--- src/rtl/c6502_pkg.sv ---
`timescale 1ns / 1ps
package c6502_pkg;

  localparam int unsigned QueueDepth = 2;

  localparam logic [7:0] AccReset   = 8'h00;
  localparam logic [7:0] SpReset    = 8'hFD;
  localparam logic [7:0] FlagsReset = 8'h34;
  localparam logic [7:0] StackPage  = 8'h01;

  localparam int unsigned FlagC = 0;
  localparam int unsigned FlagZ = 1;
  localparam int unsigned FlagI = 2;
  localparam int unsigned FlagD = 3;
  localparam int unsigned FlagB = 4;
  localparam int unsigned FlagV = 6;
  localparam int unsigned FlagN = 7;

  typedef enum logic [5:0] {
    OpAdc = 6'd0,  OpAnd = 6'd1,  OpAsl = 6'd2,  OpBcc = 6'd3,  OpBcs = 6'd4,
    OpBeq = 6'd5,  OpBit = 6'd6,  OpBmi = 6'd7,  OpBne = 6'd8,  OpBpl = 6'd9,
    OpBrk = 6'd10, OpBvc = 6'd11, OpBvs = 6'd12, OpClc = 6'd13, OpCld = 6'd14,
    OpCli = 6'd15, OpClv = 6'd16, OpCmp = 6'd17, OpCpx = 6'd18, OpCpy = 6'd19,
    OpDec = 6'd20, OpDex = 6'd21, OpDey = 6'd22, OpEor = 6'd23, OpInc = 6'd24,
    OpInx = 6'd25, OpIny = 6'd26, OpJmp = 6'd27, OpJsr = 6'd28, OpLda = 6'd29,
    OpLdx = 6'd30, OpLdy = 6'd31, OpLsr = 6'd32, OpNop = 6'd33, OpOra = 6'd34,
    OpPha = 6'd35, OpPhp = 6'd36, OpPla = 6'd37, OpPlp = 6'd38, OpRol = 6'd39,
    OpRor = 6'd40, OpRti = 6'd41, OpRts = 6'd42, OpSbc = 6'd43, OpSec = 6'd44,
    OpSed = 6'd45, OpSei = 6'd46, OpSta = 6'd47, OpStx = 6'd48, OpSty = 6'd49,
    OpTax = 6'd50, OpTay = 6'd51, OpTsx = 6'd52, OpTxa = 6'd53, OpTxs = 6'd54,
    OpTya = 6'd55, OpNone = 6'd56
  } op_e;

  // Classified operation handed from front to back
  typedef struct packed {
    op_e         op;
    logic        to_acc;
    logic [7:0]  operand;
    logic [15:0] addr;
  } uop_t;

endpackage

--- src/rtl/c6502_front.sv ---
`timescale 1ns / 1ps
module c6502_front (
  input  logic              clk_i,
  input  logic              rst_ni,
  input  logic              valid_i,
  output logic              ready_o,
  input  logic [5:0]        mode_i,
  input  logic              to_accumulator_i,
  input  logic [7:0]        operand_i,
  input  logic [15:0]       operand_address_i,
  output logic              uop_valid_o,
  input  logic              uop_ready_i,
  output c6502_pkg::uop_t   uop_o
);

  localparam int unsigned PtrW = $clog2(c6502_pkg::QueueDepth);

  c6502_pkg::uop_t   mem_q [c6502_pkg::QueueDepth];
  c6502_pkg::uop_t   in_uop;
  logic [PtrW-1:0]   wr_q, wr_d, rd_q, rd_d;
  logic [PtrW:0]     cnt_q, cnt_d;
  logic              push, pop;

  // Classify: fold unused codes onto the no-op
  always_comb begin
    in_uop.op      = (mode_i > 6'(c6502_pkg::OpNone)) ? c6502_pkg::OpNone
                                                      : c6502_pkg::op_e'(mode_i);
    in_uop.to_acc  = to_accumulator_i;
    in_uop.operand = operand_i;
    in_uop.addr    = operand_address_i;
  end

  assign ready_o     = cnt_q != (PtrW+1)'(c6502_pkg::QueueDepth);
  assign uop_valid_o = cnt_q != '0;
  assign uop_o       = mem_q[rd_q];
  assign push        = valid_i && ready_o;
  assign pop         = uop_valid_o && uop_ready_i;

  // Advance pointers with wrap
  always_comb begin
    wr_d  = wr_q;
    rd_d  = rd_q;
    cnt_d = cnt_q;
    if (push) begin
      wr_d = (wr_q == PtrW'(c6502_pkg::QueueDepth - 1)) ? '0 : wr_q + 1'b1;
    end
    if (pop) begin
      rd_d = (rd_q == PtrW'(c6502_pkg::QueueDepth - 1)) ? '0 : rd_q + 1'b1;
    end
    if (push && !pop) begin
      cnt_d = cnt_q + 1'b1;
    end else if (pop && !push) begin
      cnt_d = cnt_q - 1'b1;
    end
  end

  always_ff @(posedge clk_i or negedge rst_ni) begin
    if (!rst_ni) begin
      wr_q  <= '0;
      rd_q  <= '0;
      cnt_q <= '0;
    end else begin
      wr_q  <= wr_d;
      rd_q  <= rd_d;
      cnt_q <= cnt_d;
    end
  end

  // Hold queue payload
  always_ff @(posedge clk_i) begin
    if (push) begin
      mem_q[wr_q] <= in_uop;
    end
  end

`ifndef SYNTH
  a_cnt_bound: assert property (@(posedge clk_i) disable iff (!rst_ni)
    cnt_q <= (PtrW+1)'(c6502_pkg::QueueDepth))
    else $error("queue count overflow");
  a_cnt_step: assert property (@(posedge clk_i) disable iff (!rst_ni)
    (push && !pop) |=> cnt_q == $past(cnt_q) + 1'b1)
    else $error("queue count did not advance");
  a_empty_ptr: assert property (@(posedge clk_i) disable iff (!rst_ni)
    cnt_q == '0 |-> wr_q == rd_q)
    else $error("pointers disagree on empty queue");
`endif

endmodule

--- src/rtl/c6502_back.sv ---
`timescale 1ns / 1ps
module c6502_back (
  input  logic              clk_i,
  input  logic              rst_ni,
  input  logic              uop_valid_i,
  output logic              uop_ready_o,
  input  c6502_pkg::uop_t   uop_i,
  output logic              valid_o,
  input  logic              ready_i,
  output logic              store_valid_o,
  output logic [15:0]       store_address_o,
  output logic [7:0]        store_data_o,
  output logic              branch_taken_o,
  output logic [7:0]        a_out_o,
  output logic [7:0]        x_out_o,
  output logic [7:0]        y_out_o,
  output logic [7:0]        sp_out_o,
  output logic [7:0]        flags_out_o
);

  logic [7:0]  a_q, a_d, x_q, x_d, y_q, y_d, sp_q, sp_d, p_q, p_d;
  logic        ovalid_q;
  logic        st_q, st_d, br_q, br_d;
  logic [15:0] sta_q, sta_d;
  logic [7:0]  std_q, std_d;
  logic        fire;
  logic [7:0]  m, src, r, addend, cmp_reg;
  logic [8:0]  sum, diff;
  logic        zn_en;
  logic [7:0]  zn_val;

  // Take a new op whenever the output slot is free or being drained
  assign uop_ready_o = !ovalid_q || ready_i;
  assign fire        = uop_valid_i && uop_ready_o;

  assign m       = uop_i.operand;
  assign src     = uop_i.to_acc ? a_q : m;
  assign addend  = (uop_i.op == c6502_pkg::OpSbc) ? ~m : m;
  assign sum     = {1'b0, a_q} + {1'b0, addend} + {8'b0, p_q[c6502_pkg::FlagC]};
  assign cmp_reg = (uop_i.op == c6502_pkg::OpCpx) ? x_q :
                   (uop_i.op == c6502_pkg::OpCpy) ? y_q : a_q;
  assign diff    = {1'b0, cmp_reg} - {1'b0, m};

  // Execute one op on the architectural registers
  always_comb begin
    a_d = a_q; x_d = x_q; y_d = y_q; sp_d = sp_q; p_d = p_q;
    st_d = 1'b0; sta_d = '0; std_d = '0; br_d = 1'b0;
    zn_en = 1'b0; zn_val = '0; r = '0;
    case (uop_i.op)
      c6502_pkg::OpAdc, c6502_pkg::OpSbc: begin
        a_d = sum[7:0];
        p_d[c6502_pkg::FlagC] = sum[8];
        p_d[c6502_pkg::FlagV] = (a_q[7] ^ sum[7]) & ~(a_q[7] ^ addend[7]);
        zn_en = 1'b1; zn_val = sum[7:0];
      end
      c6502_pkg::OpAnd: begin a_d = a_q & m; zn_en = 1'b1; zn_val = a_q & m; end
      c6502_pkg::OpEor: begin a_d = a_q ^ m; zn_en = 1'b1; zn_val = a_q ^ m; end
      c6502_pkg::OpOra: begin a_d = a_q | m; zn_en = 1'b1; zn_val = a_q | m; end
      c6502_pkg::OpAsl, c6502_pkg::OpLsr, c6502_pkg::OpRol, c6502_pkg::OpRor: begin
        case (uop_i.op)
          c6502_pkg::OpAsl: r = {src[6:0], 1'b0};
          c6502_pkg::OpLsr: r = {1'b0, src[7:1]};
          c6502_pkg::OpRol: r = {src[6:0], p_q[c6502_pkg::FlagC]};
          default:          r = {p_q[c6502_pkg::FlagC], src[7:1]};
        endcase
        p_d[c6502_pkg::FlagC] = (uop_i.op == c6502_pkg::OpAsl ||
                                 uop_i.op == c6502_pkg::OpRol) ? src[7] : src[0];
        zn_en = 1'b1; zn_val = r;
        if (uop_i.to_acc) begin
          a_d = r;
        end else begin
          st_d = 1'b1; sta_d = uop_i.addr; std_d = r;
        end
      end
      c6502_pkg::OpBcc: br_d = !p_q[c6502_pkg::FlagC];
      c6502_pkg::OpBcs: br_d = p_q[c6502_pkg::FlagC];
      c6502_pkg::OpBeq: br_d = p_q[c6502_pkg::FlagZ];
      c6502_pkg::OpBne: br_d = !p_q[c6502_pkg::FlagZ];
      c6502_pkg::OpBmi: br_d = p_q[c6502_pkg::FlagN];
      c6502_pkg::OpBpl: br_d = !p_q[c6502_pkg::FlagN];
      c6502_pkg::OpBvc: br_d = !p_q[c6502_pkg::FlagV];
      c6502_pkg::OpBvs: br_d = p_q[c6502_pkg::FlagV];
      c6502_pkg::OpBit: begin
        p_d[c6502_pkg::FlagZ] = (a_q & m) == 8'h00;
        p_d[c6502_pkg::FlagN] = m[7];
        p_d[c6502_pkg::FlagV] = m[6];
      end
      c6502_pkg::OpBrk: begin
        st_d  = 1'b1;
        sta_d = {c6502_pkg::StackPage, sp_q - 8'd2};
        std_d = p_q | 8'h14;
        sp_d  = sp_q - 8'd3;
        p_d[c6502_pkg::FlagI] = 1'b1;
        p_d[c6502_pkg::FlagB] = 1'b0;
      end
      c6502_pkg::OpClc: p_d[c6502_pkg::FlagC] = 1'b0;
      c6502_pkg::OpCld: p_d[c6502_pkg::FlagD] = 1'b0;
      c6502_pkg::OpCli: p_d[c6502_pkg::FlagI] = 1'b0;
      c6502_pkg::OpClv: p_d[c6502_pkg::FlagV] = 1'b0;
      c6502_pkg::OpSec: p_d[c6502_pkg::FlagC] = 1'b1;
      c6502_pkg::OpSed: p_d[c6502_pkg::FlagD] = 1'b1;
      c6502_pkg::OpSei: p_d[c6502_pkg::FlagI] = 1'b1;
      c6502_pkg::OpCmp, c6502_pkg::OpCpx, c6502_pkg::OpCpy: begin
        p_d[c6502_pkg::FlagC] = !diff[8];
        p_d[c6502_pkg::FlagZ] = diff[7:0] == 8'h00;
        p_d[c6502_pkg::FlagN] = diff[7];
      end
      c6502_pkg::OpDec, c6502_pkg::OpInc: begin
        r = (uop_i.op == c6502_pkg::OpDec) ? m - 8'd1 : m + 8'd1;
        zn_en = 1'b1; zn_val = r;
        st_d = 1'b1; sta_d = uop_i.addr; std_d = r;
      end
      c6502_pkg::OpDex: begin x_d = x_q - 8'd1; zn_en = 1'b1; zn_val = x_q - 8'd1; end
      c6502_pkg::OpDey: begin y_d = y_q - 8'd1; zn_en = 1'b1; zn_val = y_q - 8'd1; end
      c6502_pkg::OpInx: begin x_d = x_q + 8'd1; zn_en = 1'b1; zn_val = x_q + 8'd1; end
      c6502_pkg::OpIny: begin y_d = y_q + 8'd1; zn_en = 1'b1; zn_val = y_q + 8'd1; end
      c6502_pkg::OpJsr: sp_d = sp_q - 8'd2;
      c6502_pkg::OpLda: begin a_d = m; zn_en = 1'b1; zn_val = m; end
      c6502_pkg::OpLdx: begin x_d = m; zn_en = 1'b1; zn_val = m; end
      c6502_pkg::OpLdy: begin y_d = m; zn_en = 1'b1; zn_val = m; end
      c6502_pkg::OpPha: begin
        st_d = 1'b1; sta_d = {c6502_pkg::StackPage, sp_q}; std_d = a_q;
        sp_d = sp_q - 8'd1;
      end
      c6502_pkg::OpPhp: begin
        st_d = 1'b1; sta_d = {c6502_pkg::StackPage, sp_q};
        std_d = p_q | 8'h10;
        sp_d = sp_q - 8'd1;
        p_d[c6502_pkg::FlagB] = 1'b0;
      end
      c6502_pkg::OpPla: begin
        sp_d = sp_q + 8'd1; a_d = m; zn_en = 1'b1; zn_val = m;
      end
      c6502_pkg::OpPlp: begin sp_d = sp_q + 8'd1; p_d = m; end
      c6502_pkg::OpRti: begin sp_d = sp_q + 8'd3; p_d = m; end
      c6502_pkg::OpRts: sp_d = sp_q + 8'd2;
      c6502_pkg::OpSta: begin st_d = 1'b1; sta_d = uop_i.addr; std_d = a_q; end
      c6502_pkg::OpStx: begin st_d = 1'b1; sta_d = uop_i.addr; std_d = x_q; end
      c6502_pkg::OpSty: begin st_d = 1'b1; sta_d = uop_i.addr; std_d = y_q; end
      c6502_pkg::OpTax: begin x_d = a_q; zn_en = 1'b1; zn_val = a_q; end
      c6502_pkg::OpTay: begin y_d = a_q; zn_en = 1'b1; zn_val = a_q; end
      c6502_pkg::OpTsx: begin x_d = sp_q; zn_en = 1'b1; zn_val = sp_q; end
      c6502_pkg::OpTxa: begin a_d = x_q; zn_en = 1'b1; zn_val = x_q; end
      c6502_pkg::OpTya: begin a_d = y_q; zn_en = 1'b1; zn_val = y_q; end
      c6502_pkg::OpTxs: sp_d = x_q;
      default: ;
    endcase
    if (zn_en) begin
      p_d[c6502_pkg::FlagZ] = zn_val == 8'h00;
      p_d[c6502_pkg::FlagN] = zn_val[7];
    end
  end

  // Update registers and the output slot on transfer
  always_ff @(posedge clk_i or negedge rst_ni) begin
    if (!rst_ni) begin
      a_q      <= c6502_pkg::AccReset;
      x_q      <= c6502_pkg::AccReset;
      y_q      <= c6502_pkg::AccReset;
      sp_q     <= c6502_pkg::SpReset;
      p_q      <= c6502_pkg::FlagsReset;
      ovalid_q <= 1'b0;
    end else begin
      if (fire) begin
        a_q <= a_d; x_q <= x_d; y_q <= y_d; sp_q <= sp_d; p_q <= p_d;
        ovalid_q <= 1'b1;
      end else if (ready_i) begin
        ovalid_q <= 1'b0;
      end
    end
  end

  always_ff @(posedge clk_i) begin
    if (fire) begin
      st_q <= st_d; sta_q <= sta_d; std_q <= std_d; br_q <= br_d;
    end
  end

  assign valid_o         = ovalid_q;
  assign store_valid_o   = st_q;
  assign store_address_o = sta_q;
  assign store_data_o    = std_q;
  assign branch_taken_o  = br_q;
  assign a_out_o         = a_q;
  assign x_out_o         = x_q;
  assign y_out_o         = y_q;
  assign sp_out_o        = sp_q;
  assign flags_out_o     = p_q;

`ifndef SYNTH
  a_hold: assert property (@(posedge clk_i) disable iff (!rst_ni)
    (ovalid_q && !ready_i) |=> $stable(a_q) && $stable(p_q) && $stable(sp_q))
    else $error("registers changed while result stalled");
  a_br_nostore: assert property (@(posedge clk_i) disable iff (!rst_ni)
    ovalid_q |-> !(st_q && br_q))
    else $error("branch and store reported together");
  a_idle_regs: assert property (@(posedge clk_i) disable iff (!rst_ni)
    !fire |=> $stable(x_q) && $stable(y_q))
    else $error("index registers changed without an op");
`endif

endmodule

--- src/rtl/cpu6502_execute_unit.sv ---
`timescale 1ns / 1ps
// Execute stage of a 6502 (binary arithmetic only). Each accepted op updates
// A, X, Y, SP and P and yields one result: the store to make, whether a branch
// is taken and the registers after the op. An op is taken every clock while
// the queue has room. The result appears in the cycle after the op leaves
// the two-entry front queue; an op passes the queue register, then the
// output register. Registers reset to A=X=Y=0, SP=FD, P=34.
module cpu6502_execute_unit (
  input  logic        clk_i,
  input  logic        rst_ni,
  input  logic        valid_i,
  output logic        ready_o,
  input  logic [5:0]  mode_i,
  input  logic        to_accumulator_i,
  input  logic [7:0]  operand_i,
  input  logic [15:0] operand_address_i,
  output logic        valid_o,
  input  logic        ready_i,
  output logic        store_valid_o,
  output logic [15:0] store_address_o,
  output logic [7:0]  store_data_o,
  output logic        branch_taken_o,
  output logic [7:0]  a_out_o,
  output logic [7:0]  x_out_o,
  output logic [7:0]  y_out_o,
  output logic [7:0]  sp_out_o,
  output logic [7:0]  flags_out_o
);

  c6502_pkg::uop_t uop;
  logic            uop_valid, uop_ready;

  c6502_front u_front (
    .clk_i, .rst_ni, .valid_i, .ready_o, .mode_i, .to_accumulator_i,
    .operand_i, .operand_address_i,
    .uop_valid_o (uop_valid),
    .uop_ready_i (uop_ready),
    .uop_o       (uop)
  );

  c6502_back u_back (
    .clk_i, .rst_ni,
    .uop_valid_i (uop_valid),
    .uop_ready_o (uop_ready),
    .uop_i       (uop),
    .valid_o, .ready_i, .store_valid_o, .store_address_o, .store_data_o,
    .branch_taken_o, .a_out_o, .x_out_o, .y_out_o, .sp_out_o, .flags_out_o
  );

endmodule
--- config.mk ---
export PLATFORM = sky130hd
export DESIGN_NAME = cpu6502_execute_unit
export DESIGN_NICKNAME = d
export VERILOG_FILES = /design/src/rtl/c6502_pkg.sv /design/src/rtl/c6502_front.sv /design/src/rtl/c6502_back.sv /design/src/rtl/cpu6502_execute_unit.sv
export SDC_FILE = /design/constraint.sdc
export NUM_CORES = 1
export LEC_CHECK = 0
export BUFFER_PORTS_ARGS = -buffer_cell sky130_fd_sc_hd__buf_4
export CORE_MARGIN = 2
export CORE_UTILIZATION = 30
export CTS_BUF_LIST = sky130_fd_sc_hd__clkbuf_8 sky130_fd_sc_hd__clkbuf_16
export DETAILED_ROUTE_END_ITERATION = 8
export HOLD_SLACK_MARGIN = 0.1
export PLACE_DENSITY = 0.55
export SYNTH_ARGS = -nofsm -noshare
export SYNTH_HDL_FRONTEND = slang
export SYNTH_SLANG_ARGS = --single-unit
--- constraint.sdc ---
create_clock -name clk_i -period 8.1 [get_ports clk_i]
set_clock_uncertainty 0.2 [all_clocks]
set_input_delay 0.405 -clock clk_i [delete_from_list [all_inputs] [get_ports clk_i]]
set_output_delay 0.405 -clock clk_i [all_outputs]
set_load 0.005 [all_outputs]
### Word level (Yosys, flattened, before mapping)

Memory sizes are Yosys's and may differ from the RTL's.
Index checks and enable logic that the tools add are counted.

| storage, ports and cells | value |
|---|---|
| output and inout port bits | 68 |
| memories kept | 1 |
| register bits | 71 |
| input port bits | 35 |
| bits in writable memories | 62 |
| logic and storage cells | 204 |

Memories:

| name | words | bits a word | read ports | clocked after Yosys merged registers in | wr ports | line | text |
|---|---|---|---|---|---|---|---|
| u_front.mem_q | 2 | 31 | 1 | 0 | 1 | c6502_front.sv:18 | `c6502_pkg::uop_t mem_q [c6502_pkg::QueueDepth];` |

| operators by class | value |
|---|---|
| reductions and logical operators | 61 |
| eq/ne operators | 55 |
| order comparisons | 1 |
| mux-type cells | 39 |
| add/sub/neg operators | 19 |
| bitwise operators | 8 |

Operators by type and width:

| kind | number |
|---|---|
| equality test 6 bit, second input constant | 23 |
| case mux 8 bit (15 select lines) | 1 |
| case mux 8 bit (7 select lines) | 2 |
| equality test 6 x 5 -> 1 bit, second input constant | 15 |
| case mux 16 bit (4 select lines) | 1 |
| case mux 8 bit (8 select lines) | 1 |
| 2-to-1 mux 8 bit | 7 |
| equality test 6 x 4 -> 1 bit, second input constant | 8 |
| case mux 8 bit (5 select lines) | 1 |
| adder 8 x 1 -> 8 bit, second input constant | 4 |
| case mux 8 bit (4 select lines) | 1 |
| subtractor 8 x 1 -> 8 bit, second input constant | 4 |
| equality test 6 x 3 -> 1 bit, second input constant | 4 |
| zero test 8 bit | 3 |
| case mux 8 bit (3 select lines) | 1 |
| OR reduction 24 bit | 1 |
| AND reduction 2 bit | 11 |
| OR reduction 2 bit | 10 |
| adder 8 x 2 -> 8 bit, second input constant | 2 |
| 2-to-1 mux 16 bit | 1 |
| subtractor 8 x 2 -> 8 bit, second input constant | 2 |
| equality test 6 x 2 -> 1 bit, second input constant | 2 |
| case mux 1 bit (3 select lines) | 4 |
| nonzero test 3 bit | 4 |
| other kinds (38) | 70 |

### Logic depth before layout (Yosys ltp)

An unclocked memory read counts as a cell.

| depth | value |
|---|---|
| depth after elaboration | 8 |
| mapped depth | 21 |
| depth with buffers taken out | 17 |

### By module

From an unflattened synthesis, not the netlist that was laid out.

| second synthesis, totals | value |
|---|---|
| cells, all modules | 1146 |
| area total of the unflattened synthesis | 10463.8 um^2 |

By module, submodules not included:

| module | times used | sequential area each (um^2) | cells each | area an instance (um^2) |
|---|---|---|---|---|
| c6502_back | 1 | 1819.2 | 1024 | 7841.3 |
| c6502_front | 1 | 1961.9 | 122 | 2622.5 |

### Least setup slack after synthesis

No wires, ideal clock.

| timing | value |
|---|---|
| kind | register -> register |
| start point | reg u_front.rd_q |
| end point | reg u_back.p_q[1], in the netlist u_back.flags_out_o[1] |
| data required time | 7.780 ns |
| arrival | 4.047 ns |
| library setup time | 0.120 ns |
| cell stages (with the launch flop) | 20 |
| slack | 3.732 ns |
| path buffers | 4 |
| period minus slack after synthesis | 4.368 ns |
| path through | dfrtp_1 > buf_6 > or3b_2 > clkbuf_1 > nand2_1 > clkbuf_1 > clkbuf_1 > nand2_1 > o211ai_1 > o21ai_0 > ha_1 > fa_1 > nor2b_1 > o21a_1 > o21a_1 > o21ai_0 > a21oi_1 > nor4_1 > a211o_1 > a41o_1 |

| between the ends | value |
|---|---|
| longest elaborated chain between the ends | 8 |
| elaborated cells between the ends (all ways) | 63 |
| those cells by class | add/sub: 5; eq/ne: 29; mux: 10; bitwise: 4; reduce/logical: 14; memory: 1 |

Ends and longest elaborated chain:

| element | line | text |
|---|---|---|
| start, declared | c6502_front.sv:20 | `logic [PtrW-1:0] wr_q, wr_d, rd_q, rd_d;` |
| start signal, assigned | c6502_front.sv:64 | `rd_q <= rd_d;` |
| memory read (2 x 31 bit) * | n/a |  |
| equality test 6 bit, or another cell as far along | c6502_back.sv:38, c6502_back.sv:49 |  |
| 2-to-1 mux 8 bit (on tied branches) | c6502_back.sv:38, c6502_back.sv:41 |  |
| adder 8 x 8 -> 9 bit or 2-to-1 mux 8 bit (tied branches) | c6502_back.sv:39, c6502_back.sv:40 |  |
| adder 9 x 1 -> 9 bit or subtractor 8 x 8 -> 9 bit (tied branches) | c6502_back.sv:39, c6502_back.sv:42 |  |
| case mux 8 bit (15 select lines) or zero test 8 bit (tied branches) | c6502_back.sv:49, c6502_back.sv:105 |  |
| zero test 8 bit or case mux 1 bit (3 select lines) (tied branches) | c6502_back.sv:149, c6502_back.sv:49 |  |
| 2-to-1 mux 1 bit | c6502_back.sv:148 | `if (zn_en) begin` |
| end signal, assigned | c6502_back.sv:161 | `p_q <= c6502_pkg::FlagsReset;` |
| end, declared | c6502_back.sv:21 | `logic [7:0] a_q, a_d, x_q, x_d, y_q, y_d, sp_q, sp_d, p_q, p_d;` |

Mark *: on every way between the ends. The rest lies on a longest branch, timed or not.
A chain may end at the register's enable or synchronous reset.

### Worst setup path after layout

Same ends and word-level chain as after synthesis.

==> report_table.html <==
<table>
<tr><th>Metric</th><th>Value</th></tr>
<tr><th colspan="2">Flow run</th></tr>
<tr><td>Number of maximum-capacitance violations</td><td>0</td></tr>
<tr><th colspan="2">Clock network</th></tr>
<tr><td>Post-CTS setup buffer count</td><td>0</td></tr>
<tr><td>Clock buffer count from CTS</td><td>17</td></tr>
<tr><td>Clock Path Buffers</td><td>2</td></tr>
<tr><td>Clk pin slew, worst setup/hold paths</td><td>0.08 ns</td></tr>
<tr><td>Clock tree from TritonCTS</td><td>yes</td></tr>
<tr><td>Number of sinks on the clock net</td><td>133</td></tr>
<tr><td>H-tree depth</td><td>4</td></tr>
<tr><td>Root Driver</td><td>sky130_fd_sc_hd__clkbuf_16</td></tr>
<tr><td>Latest clock arrival within the worst-skew pair</td><td>0.44 ns</td></tr>
<tr><th colspan="2">Setup path</th></tr>
<tr><td>Worst Setup Path Type</td><td>reg2reg</td></tr>
<tr><td>Kind of end point of the critical path</td><td>flip-flop</td></tr>
<tr><td>Arrival time worst endpoint</td><td>5.67 ns</td></tr>
<tr><td>Setup slack, reg-to-reg</td><td>2.60 ns</td></tr>
<tr><td>Worst-path fanout max</td><td>36</td></tr>
<tr><td>End of the worst register-to-register path</td><td>u_back.flags_out_o[1]</td></tr>
<tr><td>Data required time at the worst endpoint</td><td>between 8 and 9 ns</td></tr>
<tr><td>Launch point of the worst reg-to-reg path</td><td>u_front.rd_q</td></tr>
<tr><td>Reg2reg path depth</td><td>14</td></tr>
<tr><td>Kind of start point of the critical path</td><td>flip-flop</td></tr>
<tr><th colspan="2">Synthesis</th></tr>
<tr><td>Most used flip-flop cell after synthesis</td><td>sky130_fd_sc_hd__edfxtp_1</td></tr>
<tr><td>Fraction of synthesized cell area taken by the top area cell type</td><td>0.262</td></tr>
<tr><td>Synthesized netlist cell count</td><td>1103</td></tr>
<tr><td>List of most frequent post-synthesis cells</td><td>sky130_fd_sc_hd__nand2_1 (89), sky130_fd_sc_hd__edfxtp_1 (88), sky130_fd_sc_hd__nor2_1 (77), sky130_fd_sc_hd__o21ai_0 (73), sky130_fd_sc_hd__a21oi_1 (72)</td></tr>
<tr><td>Synthesized-area fraction occupied by xor and xnor cells</td><td>0.0461</td></tr>
<tr><td>Library cells used by synthesis</td><td>80</td></tr>
<tr><td>Warning count from the yosys run</td><td>0</td></tr>
<tr><td>Top area cells in the synthesized netlist</td><td>sky130_fd_sc_hd__edfxtp_1 (26%), sky130_fd_sc_hd__dfrtp_1 (8.7%), sky130_fd_sc_hd__ha_1 (6.2%)</td></tr>
<tr><td>Number of enable-type register cells in the synthesized netlist</td><td>88</td></tr>
<tr><td>Share of async-settable or async-resettable flops after synthesis</td><td>0.338</td></tr>
<tr><td>Mapped Avg Cell Area</td><td>9.14 um^2</td></tr>
<tr><td>Most area-hungry cell type in the Yosys netlist</td><td>sky130_fd_sc_hd__edfxtp_1</td></tr>
<tr><td>Synth Area in Compound Gates</td><td>0.241</td></tr>
<tr><td>Mux share of post-synthesis cell area</td><td>0.0436</td></tr>
<tr><td>Most repeated cell in the gate-level netlist after synthesis</td><td>sky130_fd_sc_hd__nand2_1</td></tr>
<tr><td>Flops &amp; latches, synth</td><td>133</td></tr>
<tr><td>Syn nets</td><td>1192</td></tr>
<tr><td>Synthesized area</td><td>around 10000 um^2</td></tr>
<tr><td>Simple-Gate Fraction of Synth Area</td><td>0.177</td></tr>
<tr><td>Adder-cell share of the synthesized area</td><td>0.0710</td></tr>
<tr><td>Sequential-to-total area share from yosys stat</td><td>0.375</td></tr>
<tr><td>Dominant combinational cell family by area after synthesis</td><td>compound AO/OA/AOI/OAI gates</td></tr>
<tr><th colspan="2">Global route</th></tr>
<tr><td>First-pass GRT wire length</td><td>60700 um</td></tr>
<tr><td>Maximum number of pins on one net before global-route repair</td><td>46</td></tr>
<tr><td>Initial antenna violation count</td><td>1</td></tr>
<tr><td>Grt total ovfl</td><td>0</td></tr>
<tr><td>Total global routing track utilization</td><td>0.228</td></tr>
<tr><td>Number of global-route vias before repair</td><td>9539</td></tr>
<tr><th colspan="2">Routing</th></tr>
<tr><td>Vias after detailed routing</td><td>about 9900</td></tr>
<tr><td>Number of DRC markers after the initial detailed-route iteration</td><td>1268</td></tr>
<tr><td>Detail-routed net length per standard cell</td><td>about 24 um</td></tr>
<tr><td>Post-detailed-route DRC marker count</td><td>0</td></tr>
<tr><td>Detail Route Antenna Nets</td><td>0</td></tr>
<tr><td>Via-per-instance ratio</td><td>5.96</td></tr>
<tr><td>Total wirelength of the detailed-routed design</td><td>40500 um</td></tr>
<tr><td>Pre-antenna DRT Iters</td><td>6</td></tr>
<tr><th colspan="2">STA</th></tr>
<tr><td>RSZ-0062 raised after global routing</td><td>false</td></tr>
<tr><td>Sum of negative setup slack</td><td>0 ns</td></tr>
<tr><td>Fraction of the cycle the final worst path needs</td><td>0.679</td></tr>
<tr><td>Count of final max-slew check failures</td><td>0</td></tr>
<tr><td>Setup slack of the critical path after layout</td><td>2.60 ns</td></tr>
<tr><td>Headroom to the max-slew limit</td><td>0.195</td></tr>
<tr><td>Upper clock frequency limit</td><td>approximately 180 MHz</td></tr>
<tr><td>Slew of the pin with the lowest slew margin</td><td>approximately 1.2 ns</td></tr>
<tr><td>Hold slack final</td><td>roughly 0.15 ns</td></tr>
<tr><td>Setup violation total in the final timing report</td><td>0</td></tr>
<tr><td>Number of hold violations in the final report</td><td>0</td></tr>
<tr><td>Time the worst path needs with I/O delays and setup</td><td>5.50 ns</td></tr>
<tr><th colspan="2">Pwr</th></tr>
<tr><td>Switching power</td><td>2.43 mW</td></tr>
<tr><td>Total Power Consumption</td><td>roughly 5.0 mW</td></tr>
<tr><td>Power per cell area</td><td>406 nW/um^2</td></tr>
<tr><td>Combinational power share</td><td>0.548</td></tr>
<tr><td>Clock network power share</td><td>0.152</td></tr>
<tr><td>Leak pwr</td><td>4.81 nW</td></tr>
<tr><td>Net Sw Frac</td><td>0.491</td></tr>
<tr><td>Peak ir drop on the vdd network</td><td>slightly above 0.2 mV</td></tr>
<tr><td>Proportion of power drawn by flip-flops and latches</td><td>0.300</td></tr>
<tr><td>P_int</td><td>2.52 mW</td></tr>
<tr><th colspan="2">Layout</th></tr>
<tr><td>Sequential cell area</td><td>around 3800 um^2</td></tr>
<tr><td>Fraction of layout instances using a drive strength above 1</td><td>0.158</td></tr>
<tr><td>Layout filler cell count</td><td>3397</td></tr>
<tr><td>Final std cell area, no fill</td><td>12200 um^2</td></tr>
<tr><td>Number of nets in the final layout</td><td>1295</td></tr>
<tr><td>Area of the multi-input gates</td><td>5860 um^2</td></tr>
<tr><td>Synthesis-to-finish area growth</td><td>21.0%</td></tr>
<tr><th colspan="2">Floorplan</th></tr>
<tr><td>Row count</td><td>67</td></tr>
<tr><td>Vertical die dimension</td><td>roughly 190 um</td></tr>
<tr><td>Core footprint</td><td>33300 um^2</td></tr>
<tr><td>Die ar.</td><td>35100 um^2</td></tr>
<tr><td>Chip Width</td><td>187 um</td></tr>
<tr><td>Starting Density</td><td>0.303</td></tr>
<tr><td>Num ports</td><td>103</td></tr>
<tr><th colspan="2">Place</th></tr>
<tr><td>Post-placement worst setup slack</td><td>2.67 ns</td></tr>
<tr><td>Number of I/O port buffers</td><td>102</td></tr>
<tr><td>Cell area reported after detailed placement</td><td>~11000 um^2</td></tr>
<tr><td>Total half-perimeter wirelength after legalization and detailed placement</td><td>29200 um</td></tr>
<tr><td>Final weighted congestion in routability-driven placement</td><td>1.04</td></tr>
<tr><th colspan="2">Min path</th></tr>
<tr><td>Kind of path behind the tightest hold check</td><td>in2reg</td></tr>
<tr><td>Endpoint, Worst Hold</td><td>u_front.wr_q</td></tr>
<tr><td>Count of cells along the worst hold path</td><td>3</td></tr>
<tr><td>Hold Path Origin</td><td>valid_i</td></tr>
<tr><th colspan="2">Status</th></tr>
<tr><td>Result of the run</td><td>complete, no violations</td></tr>
</table>
-- worst max-delay path by stage --
stage | startpoint | end | slack, ns | cells past startpoint
finish | u_front.rd_q | u_back.flags_out_o[1] | 2.60 | 14
global route | u_front.rd_q | u_back.flags_out_o[1] | 2.21 | 15
CTS | u_front.rd_q | u_back.flags_out_o[1] | 2.65 | 14
detailed placement | u_front.rd_q | u_back.flags_out_o[1] | 2.67 | 14
global placement | u_front.rd_q | u_back.flags_out_o[1] | 2.76 | 14
floorplan | u_front.rd_q | u_back.flags_out_o[1] | 3.73 | 19
-- layer usage --
metal | global-route usage | routed length [um]
met1 | 0.314 | 17400
met4 | 0.0989 | 1550
met2 | 0.340 | 17700
met5 | 0 | 0
met3 | 0.0548 | 3870
-- metrics by stage --
stage	util	cells
detailed placement	0.339	1602
global placement	0.339	1602
global route	0.366	1667
floorplan	-	1103
finish	0.366	1668
CTS	0.366	1667
-- power by group through the flow --
| stage | clock, mW | sequential [mW] | combinational (mW) |
|---|---|---|---|
| 6_report | 0.754 | 1.49 | 2.71 |
| 5_1_grt | 0.804 | 1.51 | 2.95 |
| 4_1_cts | 0.768 | 1.47 | 2.66 |
| 3_5_place_dp | 0 | 1.48 | 2.63 |
| 3_3_place_gp | 0 | 1.49 | 2.64 |
| 2_1_floorplan | 0 | 1.19 | 1.87 |
-- state kept, by name, summed over array words and instances (netlist names) --
| register | count |
|---|---|
| u_back.branch_taken_o | 1 |
| u_front.mem_q | 62 |
| u_back.x_out_o | 8 |
| u_back.store_valid_o | 1 |
| u_back.store_data_o | 8 |
| u_back.store_address_o | 16 |
| u_back.sp_out_o | 8 |
| u_front.cnt_q | 2 |
| u_back.y_out_o | 8 |
| u_front.wr_q | 1 |
| u_back.flags_out_o | 8 |
| u_back.valid_o | 1 |
| u_back.a_out_o | 8 |
| u_front.rd_q | 1 |
-- cell families after synthesis --
kind of cell | count (synthesis)
flip-flops | 133
XOR/XNOR | 53
AO/OA/AOI/OAI | 353
adder cells (fa/ha/maj) | 55
multiplexers | 43
AND/OR/NAND/NOR | 350
buffers and inverters | 116
-- repair_timing --
action / CTS / global route
resized for setup: 0 / 0
hold endpoints to repair: 98 / 0
hold buffers: 33 / 0
endpoints found under the setup margin: 0 / 0
-- worst max-delay path, cell delays in order (launching register included) --
cell	delay [ns]
sky130_fd_sc_hd__dfrtp_2	0.73
sky130_fd_sc_hd__buf_4	0.45
sky130_fd_sc_hd__or3b_1	0.51
sky130_fd_sc_hd__a22oi_1	0.72
sky130_fd_sc_hd__nand2_1	0.22
sky130_fd_sc_hd__inv_1	0.31
sky130_fd_sc_hd__ha_1	0.36
sky130_fd_sc_hd__and2_1	0.21
sky130_fd_sc_hd__a22o_1	0.22
sky130_fd_sc_hd__a311oi_1	0.30
sky130_fd_sc_hd__xor2_1	0.19
sky130_fd_sc_hd__nor2_1	0.08
sky130_fd_sc_hd__or4b_1	0.53
sky130_fd_sc_hd__nor4_2	0.18
sky130_fd_sc_hd__a41o_1	0.20
-- cell type report --
| type | count | share of cell area |
|---|---|---|
| Multi-Input combinational cell | 854 | 0.481 |
| Antenna cell | 1 | 0.000205 |
| Timing Repair Buffer | 158 | 0.104 |
| Tap cell | 448 | 0.0460 |
| Clock buffer | 17 | 0.0349 |
| Inverter | 42 | 0.0129 |
| Clock inverter | 15 | 0.0111 |
| Sequential cell | 133 | 0.310 |
-- placed cells by master, fill, tap and decap left out, types with 14 or more instances in the layout --
master,netlist,routed
sky130_fd_sc_hd__clkbuf_16,0,17
sky130_fd_sc_hd__a32oi_1,14,14
sky130_fd_sc_hd__dfrtp_1,35,34
sky130_fd_sc_hd__a222oi_1,19,19
sky130_fd_sc_hd__nand2_1,89,89
sky130_fd_sc_hd__a31oi_1,14,14
sky130_fd_sc_hd__a22oi_1,20,20
sky130_fd_sc_hd__edfxtp_1,88,88
sky130_fd_sc_hd__nand3_1,41,41
sky130_fd_sc_hd__a21oi_1,72,72
sky130_fd_sc_hd__nand4_1,15,15
sky130_fd_sc_hd__mux2i_1,36,34
sky130_fd_sc_hd__nand3b_1,14,14
sky130_fd_sc_hd__xnor2_1,40,40
sky130_fd_sc_hd__nor2_1,77,76
sky130_fd_sc_hd__nor3_1,25,25
sky130_fd_sc_hd__ha_1,50,50
sky130_fd_sc_hd__o21ai_0,73,72
sky130_fd_sc_hd__dlygate4sd3_1,0,33
sky130_fd_sc_hd__buf_4,1,125
sky130_fd_sc_hd__inv_1,41,40
Note: power is estimated with default switching activity, not from simulation.
